$ cat src/design/rfpwd_pkg.sv
`default_nettype none

package rfpwd_pkg;

  // Configuration register indexes
  typedef enum logic [2:0] {
    REG_SHORT_MIN       = 3'd0,
    REG_SHORT_MAX       = 3'd1,
    REG_LONG_MIN        = 3'd2,
    REG_LONG_MAX        = 3'd3,
    REG_SYNC_MIN        = 3'd4,
    REG_SYNC_MAX        = 3'd5,
    REG_MIN_FRAME_BITS  = 3'd6,
    REG_SHORT_GIVES_ONE = 3'd7
  } cfg_reg_t;

  localparam int unsigned LEN_W      = 16;
  localparam int unsigned MIN_BITS_W = 6;
  localparam int unsigned FRAME_W    = 32;
  localparam int unsigned CODE_W     = 10;

  localparam logic [LEN_W-1:0] SAT_LEN = 16'hFFFF;

  localparam logic [LEN_W-1:0]      RST_SHORT_MIN       = 16'd610;
  localparam logic [LEN_W-1:0]      RST_SHORT_MAX       = 16'd810;
  localparam logic [LEN_W-1:0]      RST_LONG_MIN        = 16'd1320;
  localparam logic [LEN_W-1:0]      RST_LONG_MAX        = 16'd1520;
  localparam logic [LEN_W-1:0]      RST_SYNC_MIN        = 16'd25000;
  localparam logic [LEN_W-1:0]      RST_SYNC_MAX        = 16'd27000;
  localparam logic [MIN_BITS_W-1:0] RST_MIN_FRAME_BITS  = 6'd10;
  localparam logic                  RST_SHORT_GIVES_ONE = 1'b1;

  // 12-bit DIP remote frame: prologue bit clear, epilogue bit set
  localparam logic [MIN_BITS_W-1:0] DIP_FRAME_BITS   = 6'd12;
  localparam int unsigned           DIP_PROLOGUE_POS = 31;
  localparam int unsigned           DIP_EPILOGUE_POS = 20;
  localparam int unsigned           DIP_CODE_LSB     = 21;

endpackage

`default_nettype wire

$ cat src/design/rf_pulse_width_frame_decoder.sv
`default_nettype none

// Pulse-width frame decoder for on-off keyed remote bursts. Each input transfer
// carries one measured pulse length; pulses pair up, a short pulse followed by
// a sync gap opens a frame, and the second pulse of each later pair adds one
// bit (MSB first). A frame closes on an invalid pair, a full word or the end of
// a burst, and is reported through the output register when it holds at least
// min_frame_bits bits. Every pulse is decoded by a single compare-and-shift
// stage feeding the output register, so a new pulse is taken on every clock
// unless stalled; the result of a closing pulse is registered in the next cycle.
// The input stalls only while the output register holds a result that is
// itself stalled. Configuration writes are always taken (cfg_ready is tied
// high) and must be issued while the block is idle.
module rf_pulse_width_frame_decoder #(
  parameter int unsigned WORD_BITS = 32
) (
  input  wire logic        clk,
  input  wire logic        rst_n,

  input  wire logic        cfg_valid,
  output logic             cfg_ready,
  input  wire logic [2:0]  cfg_index,
  input  wire logic [15:0] cfg_data,

  input  wire logic        in_valid,
  output logic             in_stall,
  input  wire logic [15:0] in_pulse_len,
  input  wire logic        in_end_of_burst,

  output logic             out_valid,
  input  wire logic        out_stall,
  output logic [31:0]      out_frame_word,
  output logic [5:0]       out_frame_bits,
  output logic             out_is_dip_frame,
  output logic [9:0]       out_dip_code
);

  localparam int unsigned CNT_W = $clog2(WORD_BITS + 1);
  localparam int unsigned CMP_W = (CNT_W > rfpwd_pkg::MIN_BITS_W) ?
                                  CNT_W : rfpwd_pkg::MIN_BITS_W;

  // configuration registers
  logic [15:0] short_min_r, short_max_r, long_min_r, long_max_r;
  logic [15:0] sync_min_r, sync_max_r;
  logic [5:0]  min_frame_bits_r;
  logic        short_gives_one_r;

  // decoder state
  logic                 collecting_r, collecting_nxt;
  logic                 second_half_r, second_half_nxt;
  logic                 first_was_short_r, first_was_short_nxt;
  logic [WORD_BITS-1:0] shift_word_r, shift_word_nxt;
  logic [CNT_W-1:0]     bit_count_r, bit_count_nxt;

  // output register
  logic        out_valid_r, out_valid_nxt;
  logic [31:0] frame_word_r, frame_word_nxt;
  logic [5:0]  frame_bits_r, frame_bits_nxt;
  logic        is_dip_r, is_dip_nxt;
  logic [9:0]  dip_code_r, dip_code_nxt;

  logic                 in_fire;
  logic                 len_short, is_long, is_sync;
  logic                 bit_ok, bit_val, add_bit;
  logic                 close_inv, close_full, sync_start, emit, clear_word;
  logic [WORD_BITS-1:0] bit_mask, word_m;
  logic [CNT_W-1:0]     cnt_m;
  logic [CMP_W-1:0]     cnt_ext, need_ext;
  logic [5:0]           need;

  function automatic logic in_range(input logic [15:0] p, input logic [15:0] lo,
                                    input logic [15:0] hi);
    return (p != rfpwd_pkg::SAT_LEN) && (p >= lo) && (p <= hi);
  endfunction

  assign cfg_ready = 1'b1;
  assign in_stall  = out_valid_r && out_stall;
  assign in_fire   = in_valid && !in_stall;

  always_ff @(posedge clk) begin
    if (!rst_n) begin
      short_min_r       <= rfpwd_pkg::RST_SHORT_MIN;
      short_max_r       <= rfpwd_pkg::RST_SHORT_MAX;
      long_min_r        <= rfpwd_pkg::RST_LONG_MIN;
      long_max_r        <= rfpwd_pkg::RST_LONG_MAX;
      sync_min_r        <= rfpwd_pkg::RST_SYNC_MIN;
      sync_max_r        <= rfpwd_pkg::RST_SYNC_MAX;
      min_frame_bits_r  <= rfpwd_pkg::RST_MIN_FRAME_BITS;
      short_gives_one_r <= rfpwd_pkg::RST_SHORT_GIVES_ONE;
    end else if (cfg_valid && cfg_ready) begin
      unique case (rfpwd_pkg::cfg_reg_t'(cfg_index))
        rfpwd_pkg::REG_SHORT_MIN:       short_min_r       <= cfg_data;
        rfpwd_pkg::REG_SHORT_MAX:       short_max_r       <= cfg_data;
        rfpwd_pkg::REG_LONG_MIN:        long_min_r        <= cfg_data;
        rfpwd_pkg::REG_LONG_MAX:        long_max_r        <= cfg_data;
        rfpwd_pkg::REG_SYNC_MIN:        sync_min_r        <= cfg_data;
        rfpwd_pkg::REG_SYNC_MAX:        sync_max_r        <= cfg_data;
        rfpwd_pkg::REG_MIN_FRAME_BITS:  min_frame_bits_r  <= cfg_data[5:0];
        rfpwd_pkg::REG_SHORT_GIVES_ONE: short_gives_one_r <= cfg_data[0];
        default: ;
      endcase
    end
  end

  always_comb begin
    len_short = in_range(in_pulse_len, short_min_r, short_max_r);
    is_long   = in_range(in_pulse_len, long_min_r, long_max_r);
    is_sync   = in_range(in_pulse_len, sync_min_r, sync_max_r);

    // short wins over long when the ranges overlap
    bit_ok  = len_short || is_long;
    bit_val = len_short ? short_gives_one_r : !short_gives_one_r;

    add_bit    = second_half_r && collecting_r && bit_ok;
    close_inv  = second_half_r && collecting_r && !bit_ok;
    sync_start = second_half_r && !collecting_r && first_was_short_r && is_sync;

    for (int i = 0; i < int'(WORD_BITS); i++) begin
      bit_mask[i] = (bit_count_r == CNT_W'(int'(WORD_BITS) - 1 - i));
    end

    // state after the bit of this pulse, before any frame close
    word_m = (add_bit && bit_val) ? (shift_word_r | bit_mask) : shift_word_r;
    cnt_m  = bit_count_r + CNT_W'(add_bit);

    close_full = add_bit && (cnt_m == CNT_W'(WORD_BITS));

    need     = (min_frame_bits_r == '0) ? 6'd1 : min_frame_bits_r;
    need_ext = CMP_W'(need);
    cnt_ext  = CMP_W'(cnt_m);
    emit     = collecting_r && (cnt_ext >= need_ext) &&
               (close_inv || close_full || in_end_of_burst);

    clear_word = close_inv || close_full || sync_start || in_end_of_burst;

    // an invalid pair is retried at once as a sync pair
    if (in_end_of_burst || close_full) begin
      collecting_nxt = 1'b0;
    end else if (close_inv) begin
      collecting_nxt = first_was_short_r && is_sync;
    end else if (sync_start) begin
      collecting_nxt = 1'b1;
    end else begin
      collecting_nxt = collecting_r;
    end

    shift_word_nxt      = clear_word ? '0 : word_m;
    bit_count_nxt       = clear_word ? '0 : cnt_m;
    second_half_nxt     = in_end_of_burst ? 1'b0 : !second_half_r;
    first_was_short_nxt = second_half_r ? first_was_short_r : len_short;
  end

  generate
    if (WORD_BITS >= rfpwd_pkg::FRAME_W) begin : g_wide
      assign frame_word_nxt = word_m[WORD_BITS-1 -: rfpwd_pkg::FRAME_W];
    end else begin : g_narrow
      assign frame_word_nxt = {word_m, (rfpwd_pkg::FRAME_W - WORD_BITS)'(0)};
    end
  endgenerate

  always_comb begin
    frame_bits_nxt = cnt_ext[5:0];
    is_dip_nxt     = (cnt_ext == CMP_W'(rfpwd_pkg::DIP_FRAME_BITS)) &&
                     !frame_word_nxt[rfpwd_pkg::DIP_PROLOGUE_POS] &&
                     frame_word_nxt[rfpwd_pkg::DIP_EPILOGUE_POS];
    dip_code_nxt   = is_dip_nxt ?
                     frame_word_nxt[rfpwd_pkg::DIP_CODE_LSB +: rfpwd_pkg::CODE_W] : '0;

    if (in_fire) begin
      out_valid_nxt = emit;
    end else if (!out_stall) begin
      out_valid_nxt = 1'b0;
    end else begin
      out_valid_nxt = out_valid_r;
    end
  end

  always_ff @(posedge clk) begin
    if (!rst_n) begin
      collecting_r      <= 1'b0;
      second_half_r     <= 1'b0;
      first_was_short_r <= 1'b0;
      shift_word_r      <= '0;
      bit_count_r       <= '0;
      out_valid_r       <= 1'b0;
    end else begin
      out_valid_r <= out_valid_nxt;
      if (in_fire) begin
        collecting_r      <= collecting_nxt;
        second_half_r     <= second_half_nxt;
        first_was_short_r <= first_was_short_nxt;
        shift_word_r      <= shift_word_nxt;
        bit_count_r       <= bit_count_nxt;
      end
    end
  end

  // load the result only on a transfer that closes a reportable frame
  always_ff @(posedge clk) begin
    if (in_fire && emit) begin
      frame_word_r <= frame_word_nxt;
      frame_bits_r <= frame_bits_nxt;
      is_dip_r     <= is_dip_nxt;
      dip_code_r   <= dip_code_nxt;
    end
  end

  assign out_valid        = out_valid_r;
  assign out_frame_word   = frame_word_r;
  assign out_frame_bits   = frame_bits_r;
  assign out_is_dip_frame = is_dip_r;
  assign out_dip_code     = dip_code_r;

`ifndef SYNTHESIS
  a_burst_end_resets: assert property (@(posedge clk) disable iff (!rst_n)
    in_fire && in_end_of_burst |=> !collecting_r && !second_half_r)
    else $error("burst end did not return to hunting");

  a_count_below_word: assert property (@(posedge clk) disable iff (!rst_n)
    bit_count_r < CNT_W'(WORD_BITS))
    else $error("bit count reached word size without closing");

  a_hunting_clear: assert property (@(posedge clk) disable iff (!rst_n)
    !collecting_r |-> (shift_word_r == '0) && (bit_count_r == '0))
    else $error("shift word not clear while hunting");

  a_dip_is_twelve: assert property (@(posedge clk) disable iff (!rst_n)
    out_valid && out_is_dip_frame |-> out_frame_bits == rfpwd_pkg::DIP_FRAME_BITS)
    else $error("dip frame flagged with wrong bit count");

  a_stall_needs_result: assert property (@(posedge clk) disable iff (!rst_n)
    in_stall |-> out_valid && $past(in_fire && emit) || $past(out_valid))
    else $error("input stalled with no pending result");
`endif

endmodule

`default_nettype wire

$ cat config.mk
export PLATFORM = sky130hd
export DESIGN_NAME = rf_pulse_width_frame_decoder
export DESIGN_NICKNAME = d
export VERILOG_FILES = /design/src/design/rfpwd_pkg.sv /design/src/design/rf_pulse_width_frame_decoder.sv
export SDC_FILE = /design/constraint.sdc
export NUM_CORES = 1
export LEC_CHECK = 0
export BUFFER_PORTS_ARGS = -buffer_cell sky130_fd_sc_hd__clkbuf_2
export CAP_MARGIN = 20
export CORE_UTILIZATION = 64
export CTS_CLUSTER_SIZE = 20
export DETAILED_ROUTE_END_ITERATION = 10
export PLACE_DENSITY = 0.85
export SLEW_MARGIN = 15
export SYNTH_ARGS = -nofsm -noshare
export SYNTH_HDL_FRONTEND = slang
export SYNTH_SLANG_ARGS = --single-unit
$ cat constraint.sdc
create_clock -name clk -period 13.85 [get_ports clk]
set_input_delay 2.77 -clock clk [delete_from_list [all_inputs] [get_ports clk]]
set_output_delay 2.77 -clock clk [all_outputs]
set_load 0.005 [all_outputs]
# Word level (Yosys, flattened, before mapping)

Index checks and enable logic that the tools add are counted.

Register bits after elaboration: 194
Input port bits: 41
Output and inout bits: 52

Add/subtract/negate cells: 1
Order comparisons: 7
Equality and inequality tests: 42
Multiplexer cells: 11
Bitwise gates (word level): 2
Reductions and logical operators: 48

Operator list:

| cell                                                                   | count |
|---|---|
| 6-bit by 5-bit equality test with 1-bit output (second input constant) | 16 |
| 32-bit 2-to-1 mux                                                      | 2 |
| 6-bit by 4-bit equality test with 1-bit output (second input constant) | 9 |
| 16-bit greater-or-equal comparator                                     | 3 |
| 16-bit less-or-equal comparator                                        | 3 |
| 32-bit bitwise OR                                                      | 1 |
| 6-bit by 3-bit equality test with 1-bit output (second input constant) | 4 |
| 1-bit logical AND                                                      | 22 |
| 2-bit AND reduction                                                    | 10 |
| 16-bit inequality test (second input constant)                         | 1 |
| 3-bit equality test (second input constant)                            | 4 |
| 6-bit by 2-bit equality test with 1-bit output (second input constant) | 2 |
| 6-bit zero test                                                        | 2 |
| 6-bit 2-to-1 mux                                                       | 2 |
| 1-bit 2-to-1 mux                                                       | 7 |
| 6-bit by 1-bit adder with 6-bit output                                 | 1 |
| 3-bit by 2-bit equality test with 1-bit output (second input constant) | 2 |
| 6-bit by 1-bit equality test with 1-bit output (second input constant) | 1 |
| 6-bit equality test (second input constant)                            | 1 |
| 6-bit greater-or-equal comparator                                      | 1 |
| 1-bit zero test                                                        | 6 |
| 1-bit logical OR                                                       | 6 |
| 3-bit by 1-bit equality test with 1-bit output (second input constant) | 1 |
| 3-bit zero test                                                        | 1 |
| 3 further kinds                                                        | 3 |

# Longest topological paths before layout

Gate-level depths: netlist (run 1).

Depth in word-level cells: 12
Mapped depth: 20

# Worst setup path before layout (run 1)

No wires, ideal clock.

Path kind: input -> register
From: input port in_pulse_len[15]
To: register dip_code_r[0] (netlist: out_dip_code[0]), enable pin
Data arrival time: 8.272 ns
Data required time: 13.394 ns
Path slack: 5.123 ns
Stages: 17
Path through: ha_1 > nand4_1 > or4_1 > or3_1 > o41a_2 > o32ai_4 > nor2b_1 > ha_1 > ha_1 > nand3_1 > xnor2_1 > or3_1 > nor4b_1 > nor2_1 > a21oi_2 > nand3_1 > nor2_1

Cells in the longest elaborated chain, start to end: 12
Elaborated cells on any way between the ends: 22

RTL lines:

| item                                                                                | line                                | RTL |
|---|---|---|
| from (decl)                                                                         | rf_pulse_width_frame_decoder.sv:27  | `input wire logic [15:0] in_pulse_len,` |
| 16-bit greater-or-equal comparator / 16-bit inequality test (equally long branches) | rf_pulse_width_frame_decoder.sv:73  | `return (p != rfpwd_pkg::SAT_LEN) && (p >= lo) && (p <= hi);` |
| 1-bit logical AND (2 in series)                                                     | rf_pulse_width_frame_decoder.sv:73  |  |
| 1-bit logical OR (*)                                                                | rf_pulse_width_frame_decoder.sv:111 | `bit_ok = len_short \|\| is_long;` |
| 1-bit logical AND (*)                                                               | rf_pulse_width_frame_decoder.sv:114 | `add_bit = second_half_r && collecting_r && bit_ok;` |
| 6-bit by 1-bit adder with 6-bit output (*)                                          | rf_pulse_width_frame_decoder.sv:124 | `cnt_m = bit_count_r + CNT_W'(add_bit);` |
| named net cnt_ext[4]                                                                | rf_pulse_width_frame_decoder.sv:68  | `logic [CMP_W-1:0] cnt_ext, need_ext;` |
| branches (longest 4 deep; another with 6-bit greater-or-equal comparator)           | n/a                                 |  |
| 1-bit logical AND (*)                                                               | rf_pulse_width_frame_decoder.sv:131 | `emit = collecting_r && (cnt_ext >= need_ext) &&` |
| 1-bit logical AND (*)                                                               | rf_pulse_width_frame_decoder.sv:200 | `if (in_fire && emit) begin` |
| to (signal assigned)                                                                | rf_pulse_width_frame_decoder.sv:204 | `dip_code_r <= dip_code_nxt;` |
| to (decl)                                                                           | rf_pulse_width_frame_decoder.sv:60  | `logic [9:0] dip_code_r, dip_code_nxt;` |

Mark *: on every way through the listed nets, which the timed path passes.
A chain may end at the register's enable or synchronous reset.

# Worst setup path after layout (run 1)

From: input port in_pulse_len[10]
To: register dip_code_r[7] (netlist: out_dip_code[7]), enable pin

Same word-level chain as after synthesis.

==> impl_results.md, run 1 <==
* Share of the synthesized area in the top cell type at 29.6%
* Fin Hold WS at 456 ps
* Row count at 44
* Worst-path clk slew at 70 ps
* Synth-to-layout area growth at 12.1%
* DP Cell Count at 1,338
* Critical path class: in2reg
* Root buf cell: clkbuf_16
* DRC at 0
* Routability Congestion at 0.922
* Reg-to-Reg Start: long_max_r[15]
* Largest area contributor in the netlist: dfxtp_1
* Hold WC Path Type: reg2reg
* Max FO, Critical Path at 40
* Synthesized cell area at 9810 um^2
* Number of flops mapped to enable cells by yosys at 49
* Sequential fraction of the synthesis area at 44.6%
* Post-route cell area at 11,000 um^2
* Number of global-route vias before repair at 8,024
* Die Wd at 126 um
* Synth Instances at 1,107
* Worst path required time at 13,940 ps
* CTS max path bufs at 2
* First-pass GRT wire length at 40.6 mm
* Worst vdd ir at 0.0886 mV
* Xor and xnor fraction of the mapped netlist area at 0.625%
* Tmin final at 7770 ps
* Pre-CTS setup slack at 5760 ps
* Max-cap violations at 0
* GRT Total Usage at 33.2%
* Setup_tns at 0 ps
* Cts hold-fix bufs at 0
* Setup repair bufs after CTS at 0
* Most numerous cell in the Yosys netlist: nand2_1
* RSZ-0062 raised after global routing: no
* Ys Warns at 0
* CP Data Arrival Time at 7860 ps
* Largest family of logic cells by synthesized area: compound AO/OA/AOI/OAI gates
* Status: finished, final reports clean
* H-tree levels at 4
* Syn avg cell area at 8.86 um^2
* Leakage at 4.65 nW
* Power, Total at 1.22 mW
* Final Max Tran Viols at 0
* Worst Max-Slew Pin Slew at 1060 ps
* Area of the die at 15,800 um^2
* WL/cell at 18.7 um
* DP Wirelength at 17.1 mm
* Final Util at 74.5%
* Overflow after GRT at 0
* Yosys cell types at 55
* Drt initial violations at 941
* Most frequent cells after synthesis: nand2_1 (195), dfxtp_1 (145), a21oi_1 (107), inv_1 (106), ha_1 (104)
* Startpoint Class: input pin
* Starting Density at 66.5%
* CTS sink cnt at 194
* Critical Path Sink Type: flip-flop
* Max Fclk at 129 MHz
* Initial antenna violation count at 0
* Setup-failing EPs final at 0
* Ys flop type: dfxtp_1
* Post-DP Area at 10,300 um^2
* Setup ws final at 6080 ps
* Mux contribution to synthesized area at 0.753%
* DR pass1 iterations at 6
* Adder-Cell Fraction of Synth Area at 13.3%
* Crit path from: in_pulse_len[10]
* Final hold violations at 0
* Die height at 126 um
* Syn Nets at 1,252
* Largest net degree at the start of global routing at 73
* I/O pins at 93
* Fin crit share at 56.1%
* Clock latency on the worst-skew pair at 440 ps
* Total CTS buffers at 17
* Clk_skew at 9.77 ps
* Yosys reg bits at 194
* Final nets at 1,318
* Non-filler cells, final at 1,370
* Worst slew margin at 29.3%
* Top cells by area, synth: dfxtp_1 (30%), edfxtp_1 (15%), ha_1 (13%)
* Routed vias/inst at 6.12
* Post_cts resized at 0
* Diodes inserted at 0
* Routed WL at 25.6 mm
* Compound-Gate Fraction of Synth Area at 17.2%
* TritonCTS clock tree: built
* Placeable Area at 14,800 um^2
* Antenna viol nets, final at 0
* Async SR Flop Fraction at 0%
* Simple-gate share of the synthesized area at 17.0%
* Fraction of layout cells with a size suffix above 1 at 12.7%
* Hold Path Origin: sync_min_r[2]
* Vias at 8,389
* Port Buffers at 91
* PwrDens at 111 nW/um^2
worst max-delay path: stages:
cell       delay [ps]
clkbuf_2          180
ha_1              360
and4_1            210
nand2_1           100
a2111oi_0         480
nor3_1            190
o32ai_4           420
nor2b_1           270
ha_1              220
ha_1              220
nand3_1           120
xnor2_1           210
or3_1             350
nor4b_1           470
nor2_1            110
a21oi_2           210
nand3_1           140
nor2_4            290
buf_4             490
worst paths after layout:
check | end | slack, ps | depth (start not counted)
worst max-delay path | out_dip_code[7] | 6080 | 19
worst min-delay path | sync_min_r[2] | 460 | 2
worst max register to register | out_dip_code[7] | 8230 | 19
worst min register to register | sync_min_r[2] | 460 | 2
routing by layer:
layer | global-route usage (%) | wire length (um)
met1 | 43.7 | 10600
met2 | 52.5 | 11600
met3 | 6.80 | 2370
met4 | 15.9 | 1010
met5 | 0 | 0
cell families after synthesis:
kind of cell,after synthesis
and+or+nand+nor,373
AOI/OAI and AO/OA,263
DFF,194
buffers and inverters,158
adders and majority gates,104
xor gates and xnor gates,7
muxes,7
other,1
registers in the layout, summed over array words and instances, names as in the netlist, 6 cells and up:
signal            cells
bit_count_r           6
long_max_r           16
long_min_r           16
min_frame_bits_r      6
out_dip_code         10
out_frame_bits        6
out_frame_word       32
shift_word_r         32
short_max_r          16
short_min_r          16
sync_max_r           16
sync_min_r           16
power breakdown:
part	switching, mW	leakage [nW]	total [mW]	internal, mW
sequential	0.00360	1.57	0.588	0.585
combinational	0.0694	2.77	0.105	0.0360
clock	0.244	0.307	0.523	0.279
cells in the final DEF, fill, tap and decap left out, drive strengths merged, types with 26 or more instances in the layout:
| cell | instances |
|---|---|
| o211ai | 41 |
| nor2 | 67 |
| inv | 111 |
| edfxtp | 49 |
| a21o | 43 |
| ha | 104 |
| dfxtp | 145 |
| a21oi | 108 |
| a31oi | 26 |
| clkbuf | 108 |
| nand2 | 195 |
final cells by class:
type,count,area (um^2)
Tap cell,184,230
Inverter,107,402
Clock buffer,17,425
Sequential cell,194,4370
Clock inverter,15,220
Multi-Input combinational cell,755,4830
Timing Repair Buffer,98,508
Fill cell,1051,3760
(Power assumes the default switching activity.)
==> inputs of run 2 (changes only) <==
Settings changed: ABC_AREA set to 1, CORE_UTILIZATION 64 to 60, PLACE_DENSITY 0.85 to 0.8.
Clock period 13.85 ns to 8.2 ns, I/O delays scaled along.
==> run 2 against run 1 <==
Count of clock-buffer cells in the layout rose by 3. Combinational power rose by 92%. Power rose by 67%. Register-to-register slack got worse by 4500 ps. Non-clock buffer count rose by 1. Clock skew fell by 2.2 ps.
==> impl_results.md, run 2 <==
* Status: finished, final reports clean
* Sw power at 0.525 mW
* Post_cts resized at 0
* Clock network power share at 40.8%
* DP Cell Count at 1,570
* Pint at 1.51 mW
* DR pass1 iterations at 7
* Leakage at 5.15 nW
* Non-filler cells, final at 1,602
* Starting Density at 61.6%
* Worst Path Buf+Inv at 6
* Setup ws final at 2710 ps
* PwrDens at 178 nW/um^2
* Largest stage delay, worst path at 700 ps
* Tmin final at 5490 ps
* Max-cap violations at 0
* DP Wirelength at 17.2 mm
* Root buf cell: clkbuf_16
* Highest-count cells in the layout ignoring fill and taps: nand2_1 (231), inv_1 (210), dfxtp_1 (145)
* Port Buffers at 91
* Synthesized cell area at 10,200 um^2
* Drt initial violations at 606
* H-tree levels at 4
* I/O pins at 93
* DRC at 0
* Number of global-route vias before repair at 8,259
* Switching Share at 25.8%
* Critical Path Sink Type: flip-flop
* Hold EP: sync_min_r[11]
* Share of the synthesized area in the top cell type at 28.4%
* Initial antenna violation count at 0
* R2r setup slk at 3780 ps
* CTS sink cnt at 194
* Final Util at 68.7%
* Clock latency on the worst-skew pair at 440 ps
* Fraction of layout cells with a size suffix above 1 at 11.6%
* Fin crit share at 66.9%
* Worst slew margin at 27.7%
* Async SR Flop Fraction at 0%
* Die Wd at 132 um
* Ys Warns at 0
* Final nets at 1,514
* Overflow after GRT at 0
* Row count at 47
* Routed WL at 24.5 mm
* Cts hold-fix bufs at 0
* Yosys cell types at 36
* Area of the die at 17,500 um^2
* Largest area contributor in the netlist: dfxtp_1
* Antenna viol nets, final at 0
* Syn Nets at 1,442
* R2R cell count at 24
* Synth-to-layout area growth at 11.5%
* Most frequent cells after synthesis: nand2_1 (231), inv_1 (211), dfxtp_1 (145), a21oi_1 (143), nor2_1 (116)
* Ys flop type: dfxtp_1
* Top delay family on crit path: buffers and inverters
* Setup repair bufs after CTS at 0
* Logic pwr share at 10.0%
* Yosys reg bits at 194
* Crit path max-delay cell type: inv_2
* Worst-path clk slew at 70 ps
* Setup_tns at 0 ps
* Reg-to-Reg Start: long_max_r[15]
* Cell mode on critical path: nand2_1
* R2r endpoint: out_frame_word[8]
* Top cells by area, synth: dfxtp_1 (28%), edfxtp_1 (14%), ha_1 (13%)
* Placeable Area at 16,600 um^2
* Fraction of power consumed by sequential logic at 49.2%
* Max FO, Critical Path at 49
* Number of flops mapped to enable cells by yosys at 49
* Worst vdd ir at 0.156 mV
* Die height at 132 um
* Final hold violations at 0
* Power, Total at 2.03 mW
* Total CTS buffers at 17
* First-pass GRT wire length at 40.2 mm
* Syn avg cell area at 7.87 um^2
* Routed vias/inst at 5.43
* Commonest non-fill, non-tap cell in the layout: nand2_1
* Setup-failing EPs final at 0
* TritonCTS clock tree: built
* Hold path cells at 2
* Synth Instances at 1,297
* Hold Path Origin: sync_min_r[11]
* Max Fclk at 182 MHz
* Hold WC Path Type: reg2reg
* Routability Congestion at 0.885
* Crit path from: in_pulse_len[1]
* GRT Total Usage at 29.0%
* Vias at 8,699
* Startpoint Class: input pin
* Pre-CTS setup slack at 2310 ps
* Clk_skew at 7.60 ps
* Layout filler cell count at 1,440
* Sequential fraction of the synthesis area at 42.8%
* WL/cell at 15.3 um
* RSZ-0062 raised after global routing: no
* CP Data Arrival Time at 5550 ps
* Most numerous cell in the Yosys netlist: nand2_1
* Critical path class: in2reg
* Final Max Tran Viols at 0
* Diodes inserted at 0
* Largest net degree at the start of global routing at 111
* Worst path required time at 8260 ps
* CTS max path bufs at 2
* Worst Max-Slew Pin Slew at 1080 ps
run 2: cell types whose count changed after synthesis, moves of 10 or more:
| cell | delta |
|---|---|
| inv_1 | +105 |
| a21o_1 | -43 |
| a21oi_1 | +36 |
| nand2_1 | +36 |
| nand2b_1 | -11 |
| nor3_1 | -12 |
| o21ai_1 | +20 |
| nor2_4 | +10 |
| nor2b_1 | -17 |
| a31oi_1 | -26 |
| nand3_1 | +20 |
| o21ai_0 | +73 |
| nor2_1 | +56 |
run 2: tightest hold or removal path: stages (launching register included):
cell and delay, ps:
dfxtp_1 300, inv_1 60, a21oi_1 50
run 2: final cells by class:
| type | instances | area, um^2 | area share (%) |
|---|---|---|---|
| clock buffers | 20 | 457 | 4.01 |
| clock inverters | 12 | 120 | 1.06 |
| inverters | 218 | 818 | 7.19 |
| multi-input cells | 839 | 4800 | 42.2 |
| flip-flops and latches | 194 | 4370 | 38.4 |
| well taps | 220 | 275 | 2.42 |
| repair buffers | 99 | 536 | 4.70 |
run 2: power groups by stage:
stage	Clock (mW)	Sequential, mW	Combinational (mW)
2_1_floorplan	0	1.02	0.133
3_3_place_gp	0	1.02	0.191
3_5_place_dp	0	1.02	0.198
4_1_cts	0.835	0.999	0.200
5_1_grt	0.875	1.00	0.230
6_report	0.828	0.999	0.202
run 2: worst max path at each step:
stage	endpoint	slack (ps)	cells past startpoint
floorplan	out_dip_code[0]	2610	26
global placement	out_frame_word[17]	2420	23
detailed placement	out_frame_word[14]	2310	28
CTS	out_frame_word[19]	2720	28
global route	out_frame_word[8]	2280	28
finish	out_frame_word[8]	2710	28
run 2: metal layers:
metal / global-route usage, % / vias to the layer above / share of wire, % / wire, um
li1: - / 4383 / - / -
met1: 35.7 / 4016 / 43 / 10600
met4: 12.4 / 0 / 3.2 / 771
met5: 0 / - / 0 / 0
met2: 50.8 / 250 / 49 / 12000
met3: 4.10 / 50 / 4.5 / 1100
run 2: stage by stage:
step | instance area [um^2] | hold WS [ps]
2_1_floorplan | 10200 | 433
3_3_place_gp | 10800 | 444
3_5_place_dp | 10800 | 453
4_1_cts | 11400 | 463
5_1_grt | 11400 | 480
6_report | 11400 | 460
run 2: cell families (layout without fill, tap and decap cells):
family	Yosys count	after routing	share of synthesized area [%]
fa+ha+maj	104	104	12.7
compound gates	298	298	15.9
flops	194	194	42.8
buf+inv	264	349	10.1
simple gates	433	433	18.2
other cells	1	1	0.0367
xor+xnor	3	3	0.257
